<file path="src/rtl/assert_macros.svh">
// Assertion macros used by the top-level RTL file of the difference enumerator.
// Depends on a clock named clk and an active-low reset named rst_n in scope.
`ifndef ASSERT_MACROS_SVH
`define ASSERT_MACROS_SVH

// Check an implication on every clock edge outside reset
`define ASSERT_CLK(label, prop, msg) \
    label: assert property (@(posedge clk) disable iff (!rst_n) prop) else $error(msg);

// Check that a condition holds on every clock edge outside reset
`define ASSERT_ALWAYS(label, cond, msg) \
    `ASSERT_CLK(label, (1'b1 |-> (cond)), msg)

`endif

</file>
<file path="src/rtl/arde_pkg.sv">
// Shared types and constants for the rotate-and-AND difference enumerator.
// No dependencies.
`default_nettype none

package arde_pkg;

    // Word geometry
    localparam int MAX_WORD  = 32;
    localparam int MIN_WORD  = 9;
    localparam int WORD_W    = 32;
    localparam int CNT_W     = 6;
    localparam int RANK_W    = 5;
    localparam int ENUM_W    = 64;
    localparam int NM_W      = 7;

    // Reset word size and rotation amounts
    localparam logic [CNT_W-1:0] WORD_BITS_RST = CNT_W'(16);
    localparam logic [CNT_W-1:0] ROT_MASK_A    = CNT_W'(1);
    localparam logic [CNT_W-1:0] ROT_MASK_B    = CNT_W'(8);
    localparam logic [CNT_W-1:0] ROT_LEFT      = CNT_W'(2);

    // Request codes
    localparam logic REQ_LOAD = 1'b0;
    localparam logic REQ_NEXT = 1'b1;

    typedef enum logic [1:0] {
        ST_IDLE,
        ST_SCAN,
        ST_HOLD
    } state_t;

    // Commands from controller to datapath
    typedef struct packed {
        logic take_load;
        logic take_next;
        logic scan_step;
    } ctrl_cmd_t;

    // Status from datapath to controller
    typedef struct packed {
        logic scan_done;
    } dp_sts_t;

endpackage

`default_nettype wire

</file>
<file path="src/rtl/arde_ctrl.sv">
// Controller state machine of the difference enumerator: handshakes and scan sequencing.
// Depends on arde_pkg.
`default_nettype none

module arde_ctrl
    import arde_pkg::*;
(
    input  wire logic      clk,
    input  wire logic      rst_n,
    input  wire logic      in_valid,
    output logic           in_ready,
    input  wire logic      req_type,
    output logic           out_valid,
    input  wire logic      out_ready,
    input  wire dp_sts_t   sts,
    output ctrl_cmd_t      cmd
);

    state_t state_reg;
    state_t state_next;
    logic   accept;

    // Take a new item when idle or when the pending result leaves this cycle
    assign in_ready = (state_reg == ST_IDLE) || ((state_reg == ST_HOLD) && out_ready);
    assign accept   = in_valid && in_ready;

    // Hold the state
    always_ff @(posedge clk or negedge rst_n)
    begin
        if (!rst_n)
        begin
            state_reg <= ST_IDLE;
        end
        else
        begin
            state_reg <= state_next;
        end
    end

    // Next state
    always_comb
    begin
        state_next = state_reg;
        case (state_reg)
            ST_IDLE:
            begin
                if (accept)
                begin
                    state_next = (req_type == REQ_NEXT) ? ST_HOLD : ST_SCAN;
                end
            end
            ST_SCAN:
            begin
                if (sts.scan_done)
                begin
                    state_next = ST_HOLD;
                end
            end
            ST_HOLD:
            begin
                if (accept)
                begin
                    state_next = (req_type == REQ_NEXT) ? ST_HOLD : ST_SCAN;
                end
                else if (out_ready)
                begin
                    state_next = ST_IDLE;
                end
            end
            default:
            begin
                state_next = ST_IDLE;
            end
        endcase
    end

    // Drive commands and output valid
    always_comb
    begin
        cmd.take_load = accept && (req_type == REQ_LOAD);
        cmd.take_next = accept && (req_type == REQ_NEXT);
        cmd.scan_step = 1'b0;
        out_valid     = 1'b0;
        case (state_reg)
            ST_IDLE:
            begin
            end
            ST_SCAN:
            begin
                cmd.scan_step = 1'b1;
            end
            ST_HOLD:
            begin
                out_valid = 1'b1;
            end
            default:
            begin
            end
        endcase
    end

endmodule

`default_nettype wire

</file>
<file path="src/rtl/arde_dpath.sv">
// Datapath of the difference enumerator: word-size register, bit scan with rank table,
// running counter and candidate XOR network. Depends on arde_pkg.
`default_nettype none

module arde_dpath
    import arde_pkg::*;
(
    input  wire logic               clk,
    input  wire logic               rst_n,
    input  wire logic               cfg_we,
    input  wire logic [CNT_W-1:0]   cfg_wdata,
    input  wire logic [WORD_W-1:0]  left_in,
    input  wire logic [WORD_W-1:0]  right_in,
    input  wire ctrl_cmd_t          cmd,
    output dp_sts_t                 sts,
    output logic [WORD_W-1:0]       cand_diff,
    output logic                    cand_valid,
    output logic                    cand_last,
    output logic [CNT_W-1:0]        active_bits_seen
);

    // Rotate left by s within the low w bits; bits at or above w read as zero
    function automatic logic [WORD_W-1:0] rotl_w(
        input logic [WORD_W-1:0] v,
        input logic [CNT_W-1:0]  s,
        input logic [CNT_W-1:0]  w
    );
        logic [WORD_W-1:0] r;
        logic [CNT_W-1:0]  src;
        logic [CNT_W-1:0]  q6;
        r   = '0;
        src = '0;
        for (int q = 0; q < WORD_W; q++)
        begin
            q6 = CNT_W'(q);
            if (q6 < w)
            begin
                if (q6 >= s)
                begin
                    src = q6 - s;
                end
                else
                begin
                    src = q6 + w - s;
                end
                r[q] = v[src[RANK_W-1:0]];
            end
        end
        return r;
    endfunction

    logic [CNT_W-1:0]  word_bits_reg;
    logic [CNT_W-1:0]  w_eff;
    logic [WORD_W-1:0] w_mask;

    logic [WORD_W-1:0] left_reg;
    logic [WORD_W-1:0] right_reg;
    logic [CNT_W-1:0]  wl_reg;
    logic [RANK_W-1:0] rank_reg [WORD_W];
    logic [RANK_W-1:0] scan_idx_reg;
    logic [CNT_W-1:0]  count_reg;
    logic [CNT_W-1:0]  count_next;
    logic [ENUM_W-1:0] enum_reg;
    logic              exh_reg;

    logic [WORD_W-1:0] sel_a;
    logic [WORD_W-1:0] sel_b;
    logic [WORD_W-1:0] cand;
    logic [NM_W-1:0]   nm;
    logic [ENUM_W-1:0] low_mask;
    logic              is_last;
    logic              scan_bit;

    // Clamp the configured word size
    always_comb
    begin
        if (word_bits_reg < CNT_W'(MIN_WORD))
        begin
            w_eff = CNT_W'(MIN_WORD);
        end
        else if (word_bits_reg > CNT_W'(MAX_WORD))
        begin
            w_eff = CNT_W'(MAX_WORD);
        end
        else
        begin
            w_eff = word_bits_reg;
        end
        for (int q = 0; q < WORD_W; q++)
        begin
            w_mask[q] = (CNT_W'(q) < w_eff);
        end
    end

    // Scan one bit position per cycle
    assign scan_bit      = left_reg[scan_idx_reg];
    assign count_next    = count_reg + CNT_W'(scan_bit);
    assign sts.scan_done = ({1'b0, scan_idx_reg} == (wl_reg - CNT_W'(1)));

    // Gather counter bits at each active position through its rank
    always_comb
    begin
        for (int p = 0; p < WORD_W; p++)
        begin
            sel_a[p] = left_reg[p] & enum_reg[{rank_reg[p], 1'b0}];
            sel_b[p] = left_reg[p] & enum_reg[{rank_reg[p], 1'b1}];
        end
    end

    // Combine right, rotated left and the selected masks
    assign cand = right_reg
                ^ rotl_w(left_reg, ROT_LEFT, w_eff)
                ^ rotl_w(sel_a, ROT_MASK_A, wl_reg)
                ^ rotl_w(sel_b, ROT_MASK_B, wl_reg);

    // Detect the final counter value: all of the low 2k bits set
    assign nm = {1'b0, count_reg} << 1;
    always_comb
    begin
        for (int i = 0; i < ENUM_W; i++)
        begin
            low_mask[i] = (NM_W'(i) < nm);
        end
    end
    assign is_last = &(enum_reg | ~low_mask);

    // Hold configuration, count and enumeration state
    always_ff @(posedge clk or negedge rst_n)
    begin
        if (!rst_n)
        begin
            word_bits_reg <= WORD_BITS_RST;
            count_reg     <= '0;
            enum_reg      <= '0;
            exh_reg       <= 1'b1;
        end
        else
        begin
            if (cfg_we)
            begin
                word_bits_reg <= cfg_wdata;
            end
            if (cmd.take_load)
            begin
                count_reg <= '0;
                enum_reg  <= '0;
                exh_reg   <= 1'b0;
            end
            else if (cmd.scan_step)
            begin
                count_reg <= count_next;
            end
            else if (cmd.take_next && !exh_reg)
            begin
                if (is_last)
                begin
                    exh_reg <= 1'b1;
                end
                else
                begin
                    enum_reg <= enum_reg + ENUM_W'(1);
                end
            end
        end
    end

    // Latch the loaded pair, advance the scan, record ranks
    always_ff @(posedge clk)
    begin
        if (cmd.take_load)
        begin
            left_reg     <= left_in & w_mask;
            right_reg    <= right_in & w_mask;
            wl_reg       <= w_eff;
            scan_idx_reg <= '0;
        end
        else if (cmd.scan_step)
        begin
            scan_idx_reg <= scan_idx_reg + RANK_W'(1);
            if (scan_bit)
            begin
                rank_reg[scan_idx_reg] <= count_reg[RANK_W-1:0];
            end
        end
    end

    // Load the result registers
    always_ff @(posedge clk)
    begin
        if (cmd.scan_step && sts.scan_done)
        begin
            cand_diff        <= '0;
            cand_valid       <= 1'b0;
            cand_last        <= 1'b0;
            active_bits_seen <= count_next;
        end
        else if (cmd.take_next)
        begin
            cand_diff        <= exh_reg ? '0 : cand;
            cand_valid       <= !exh_reg;
            cand_last        <= !exh_reg && is_last;
            active_bits_seen <= count_reg;
        end
    end

endmodule

`default_nettype wire

</file>
<file path="src/rtl/and_rotation_difference_enumerator.sv">
// Rotate-and-AND difference enumerator, top level.
// Next request: result valid in the cycle after the transfer; one per cycle when output drains.
// Load request: result follows the rank scan, which covers one bit position per cycle.
// Reset (async, active low): word size 16, nothing loaded, next requests answer invalid.
// Depends on arde_pkg, arde_ctrl, arde_dpath and assert_macros.svh.
`default_nettype none

`include "assert_macros.svh"

module and_rotation_difference_enumerator
    import arde_pkg::*;
(
    input  wire logic               clk,
    input  wire logic               rst_n,
    input  wire logic               cfg_we,
    input  wire logic [CNT_W-1:0]   cfg_wdata,
    input  wire logic               in_valid,
    output logic                    in_ready,
    input  wire logic               req_type,
    input  wire logic [WORD_W-1:0]  left_in,
    input  wire logic [WORD_W-1:0]  right_in,
    output logic                    out_valid,
    input  wire logic               out_ready,
    output logic [WORD_W-1:0]       cand_diff,
    output logic                    cand_valid,
    output logic                    cand_last,
    output logic [CNT_W-1:0]        active_bits_seen
);

    ctrl_cmd_t cmd;
    dp_sts_t   sts;

    // Sequence transfers and the scan
    arde_ctrl u_ctrl (
        .clk       (clk),
        .rst_n     (rst_n),
        .in_valid  (in_valid),
        .in_ready  (in_ready),
        .req_type  (req_type),
        .out_valid (out_valid),
        .out_ready (out_ready),
        .sts       (sts),
        .cmd       (cmd)
    );

    // Compute candidates and load results
    arde_dpath u_dpath (
        .clk              (clk),
        .rst_n            (rst_n),
        .cfg_we           (cfg_we),
        .cfg_wdata        (cfg_wdata),
        .left_in          (left_in),
        .right_in         (right_in),
        .cmd              (cmd),
        .sts              (sts),
        .cand_diff        (cand_diff),
        .cand_valid       (cand_valid),
        .cand_last        (cand_last),
        .active_bits_seen (active_bits_seen)
    );

    // A load transfer blocks input while the scan runs
    `ASSERT_CLK(a_load_blocks, (in_valid && in_ready && (req_type == REQ_LOAD)) |=> !in_ready, "input taken during scan")
    // A final candidate is always a valid one
    `ASSERT_CLK(a_last_valid, (out_valid && cand_last) |-> cand_valid, "last without valid")
    // No candidate means a zero word
    `ASSERT_CLK(a_zero_invalid, (out_valid && !cand_valid) |-> (cand_diff == '0), "nonzero invalid candidate")
    // The active count never exceeds the word size
    `ASSERT_CLK(a_count_range, out_valid |-> (active_bits_seen <= CNT_W'(MAX_WORD)), "active count out of range")

endmodule

`default_nettype wire
</file>
<file path="config.mk">
export PLATFORM = sky130hd
export DESIGN_NAME = and_rotation_difference_enumerator
export DESIGN_NICKNAME = d
export VERILOG_FILES = /design/src/rtl/arde_pkg.sv /design/src/rtl/arde_ctrl.sv /design/src/rtl/arde_dpath.sv /design/src/rtl/and_rotation_difference_enumerator.sv
export VERILOG_INCLUDE_DIRS = /design/src /design/src/rtl
export SDC_FILE = /design/constraint.sdc
export NUM_CORES = 1
export LEC_CHECK = 0
export BUFFER_PORTS_ARGS = -buffer_cell sky130_fd_sc_hd__buf_2
export CAP_MARGIN = 20
export CELL_PAD_IN_SITES_DETAIL_PLACEMENT = 1
export CELL_PAD_IN_SITES_GLOBAL_PLACEMENT = 2
export CORE_UTILIZATION = 35
export CTS_CLUSTER_DIAMETER = 80
export DETAILED_ROUTE_END_ITERATION = 12
export PLACE_DENSITY = 0.65
export SLEW_MARGIN = 10
export SYNTH_ARGS = -nofsm -noshare
export SYNTH_HDL_FRONTEND = slang
export SYNTH_HIERARCHICAL = 1
export SYNTH_SLANG_ARGS = --single-unit
</file>
<file path="constraint.sdc">
create_clock -name clk -period 9.7 [get_ports clk]
set_input_delay 2.425 -clock clk [delete_from_list [all_inputs] [get_ports clk]]
set_output_delay 2.425 -clock clk [all_outputs]
set_load 0.005 [all_outputs]
</file>
==> flow_summary.yaml <==
clock_tree:
  cts.sinks: 354
  cts_resized: 0
  cts_tree: "done"
  cts_buffers: 47
  clkTransAtPathRegs_ps: 60
  clkLatencyLatePin_ps: 640
  hold_buffers: 0
  cts_buffer_depth: 3
  cts_setup_buffers: 0
  cts_max_level: 2
  cts-root-buf: "clkbuf_16"
synth:
  syn-num-nets: 3143
  synth_top_cells_by_area: "mux4_2, edfxtp_1, dfrtp_1, mux2i_1, xnor2_1"
  ys.flop_type: "edfxtp_1"
  yosysTopAreaCellShare_pct: 36.86
  synth_warnings: 6
  synth_async_sr_flop_share_pct: 22.32
  yosysUniqueCellTypes: 99
  ys_seq_area_share_pct: 27.36
  syn_area_per_cell_um2: 11.83
  synth_edf_count: 236
  ys_ff_latch: 354
  synth_cells: 3041
  synth_area_um2: 35990
  synth_top_area_cell: "mux4_2"
final_layout:
  largest_register_ffs: 160
  fin_nets: 2983
  seqCellArea_um2: 9856
  layout_commonest_cell: "mux4_2"
  areaGrowthSynthToFinish_pct: 8.080
  multi_input_area_um2: 24080
  layout_common_cells: "mux4_2, edfxtp_1, nand2_1"
  nFillCells: 10935
  drive_gt1_share_pct: 33.71
power:
  leakage_uw: 0.01330
  ir_drop_mv: 0.1738
  power.density_nw_per_um2: 138.3
detailed_routing:
  drtPass1Iterations: 5
  postRouteAntennaNets: 0
  route.vias.total: 31224
  routed_wire_length_per_instance_um: 40.46
  drt_drc_violations_left: 0
  drtIter0Drc: 4735
  vias_per_cell: 7.256
  wl_um: 174100
run_status:
  status: "finished, final reports clean"
global_route:
  grt_overflow: 0
  antenna_found_initial: 14
  grt_pass1_wl_um: 242900
  track_usage_pct: 33.16
  grt_max_degree: 148
  grt_pass1_vias: 31584
placed_design:
  hpwl_um: 103500
  finalWeightedCongestion: 0.9252
  port_buffers: 117
  place_ws_ps: 3734
critical_path:
  worstSetupStartpointType: "input port"
  rrSetupSlack_ps: 4480
  crit_arrival_ps: 5810
  crit_type: "in2reg"
  reg2regPathDepth: 13
  cp_max_fo: 9
  cp-end-kind: "register"
  r2r_end: "u_dpath/cand_diff[1]"
  worst_ep_required_time_ps: 10170
  reg2reg_from: "u_dpath/wl_reg[0]"
floorplanning:
  core_area_um2: 101900
  rows: 117
  num_io_pins: 118
  die-area_um2: 104100
  start_util_pct: 35.32
  die_x_um: 322.7
  die_y_um: 322.7
timing:
  rsz0062_at_grt: "no"
  hold_viol: 0
  maxSlewViolCount: 0
  worst_slew_pin_slew_ps: 1311
  final.setup.tns_ps: 0
  skew_ps: 35.60
  fin_crit_sh_pct: 55.02
  setup_slack_ps: 4363
  fmax_ghz: 0.1874
  slew_headroom_pct: 12.37
  setup_viol: 0
  finalCriticalPeriod_ps: 5337
flow_run:
  cap_violations: 0
hold_path:
  hp-class: "reg2reg"
  whs_path_depth: 2
  holdPathEnd: "u_dpath/cand_valid"
  hp-start: "u_dpath/cand_valid"
[kinds of logic after synthesis]
| group | after synthesis | synth area share [%] |
|---|---|---|
| AO/OA/AOI/OAI | 387 | 7.329 |
| XOR/XNOR | 185 | 4.502 |
| adder cells (fa/ha/maj) | 26 | 0.9039 |
| buffers and inverters | 494 | 5.750 |
| flip-flops | 354 | 27.36 |
| multiplexers | 788 | 43.22 |
| AND/OR/NAND/NOR | 807 | 10.93 |
[cells in the mapped netlist, types with 6 or more instances]
cell type  instances
a22o_1             7
nor3b_1           11
nor3_1            43
nand2_1          218
ha_1              26
a211o_1            6
a21oi_1           66
buf_1             34
mux4_2           589
inv_1             55
a211oi_1          10
edfxtp_1         236
mux4_1            13
and3_1            17
dfrtp_1           77
clkbuf_1         285
nand4_1           24
a221oi_1           6
mux2_2            57
or3_1             19
o21ai_0           79
mux2i_1          127
buf_2            101
o211ai_1          17
xor2_1            60
nand3_1           62
o22a_1             6
buf_6              7
xnor2_1          125
nand2b_1          34
nand3b_1          14
a31oi_1           27
nor2_1           213
o22ai_1           24
o21a_1            10
dfxtp_1           39
and2_1            40
a22oi_1           30
or2_2             10
nor2b_1           66
a21boi_0           7
o21ai_1           13
o2111ai_1         12
nor4_1            12
[worst max path at each step]
stage	start	end	cells past startpoint
after floorplan	req_type	u_dpath/enum_reg[58]	6
after global placement	out_ready	u_dpath/enum_reg[60]	11
after detailed placement	out_ready	u_dpath/enum_reg[60]	11
after CTS	out_ready	u_dpath/enum_reg[60]	11
after global routing	out_ready	u_dpath/enum_reg[60]	11
final	out_ready	u_dpath/enum_reg[60]	11
[final cells by class]
class	instances	area share, %
diodes	16	0.1029
clock buffers	67	3.532
clock inverters	20	0.5115
inverters	60	0.5790
multi-input cells	2193	61.91
flip-flops and latches	354	25.34
well taps	1368	4.400
repair buffers	225	3.628
[routing by layer]
| metal | global-route usage (%) | part of all wire (%) | vias to the layer above |
|---|---|---|---|
| met4 | 19.92 | 6.7 | 8 |
| met5 | 0 | 0.046 | - |
| li1 | - | - | 11598 |
| met1 | 43.65 | 37 | 16280 |
| met2 | 47.84 | 43 | 2683 |
| met3 | 10.20 | 13 | 655 |
[worst max-delay path, stage by stage]
cell and delay (ps):
buf_2 100, nor2b_4 50, nor2_1 120, and3_1 320, nor3b_1 720, o21ai_1 400
a2111oi_4 760, nand4_2 330, nor3_1 340, xnor2_1 160, nor2_1 60
[power breakdown]
part / internal [uW] / switching [uW] / total, uW
clock: 1050 / 750 / 1800
sequential: 1820 / 216 / 2040
combinational: 574 / 969 / 1540
[through the flow]
| step | cell area, um2 | power (uW) | hold WS (ps) | util, % | std cells |
|---|---|---|---|---|---|
| CTS | 38860 | 5374 | 454.5 | 38.14 | 4287 |
| floorplan | 35990 | 2885 | 438.8 | - | 3041 |
| detailed placement | 37280 | 3570 | 441.5 | 36.59 | 4200 |
| finish | 38900 | 5381 | 448.6 | 38.18 | 4303 |
| global route | 38860 | 5542 | 462.7 | 38.14 | 4287 |
| global placement | 37280 | 3531 | 427.9 | 36.59 | 4200 |
(Power assumes the default switching activity.)
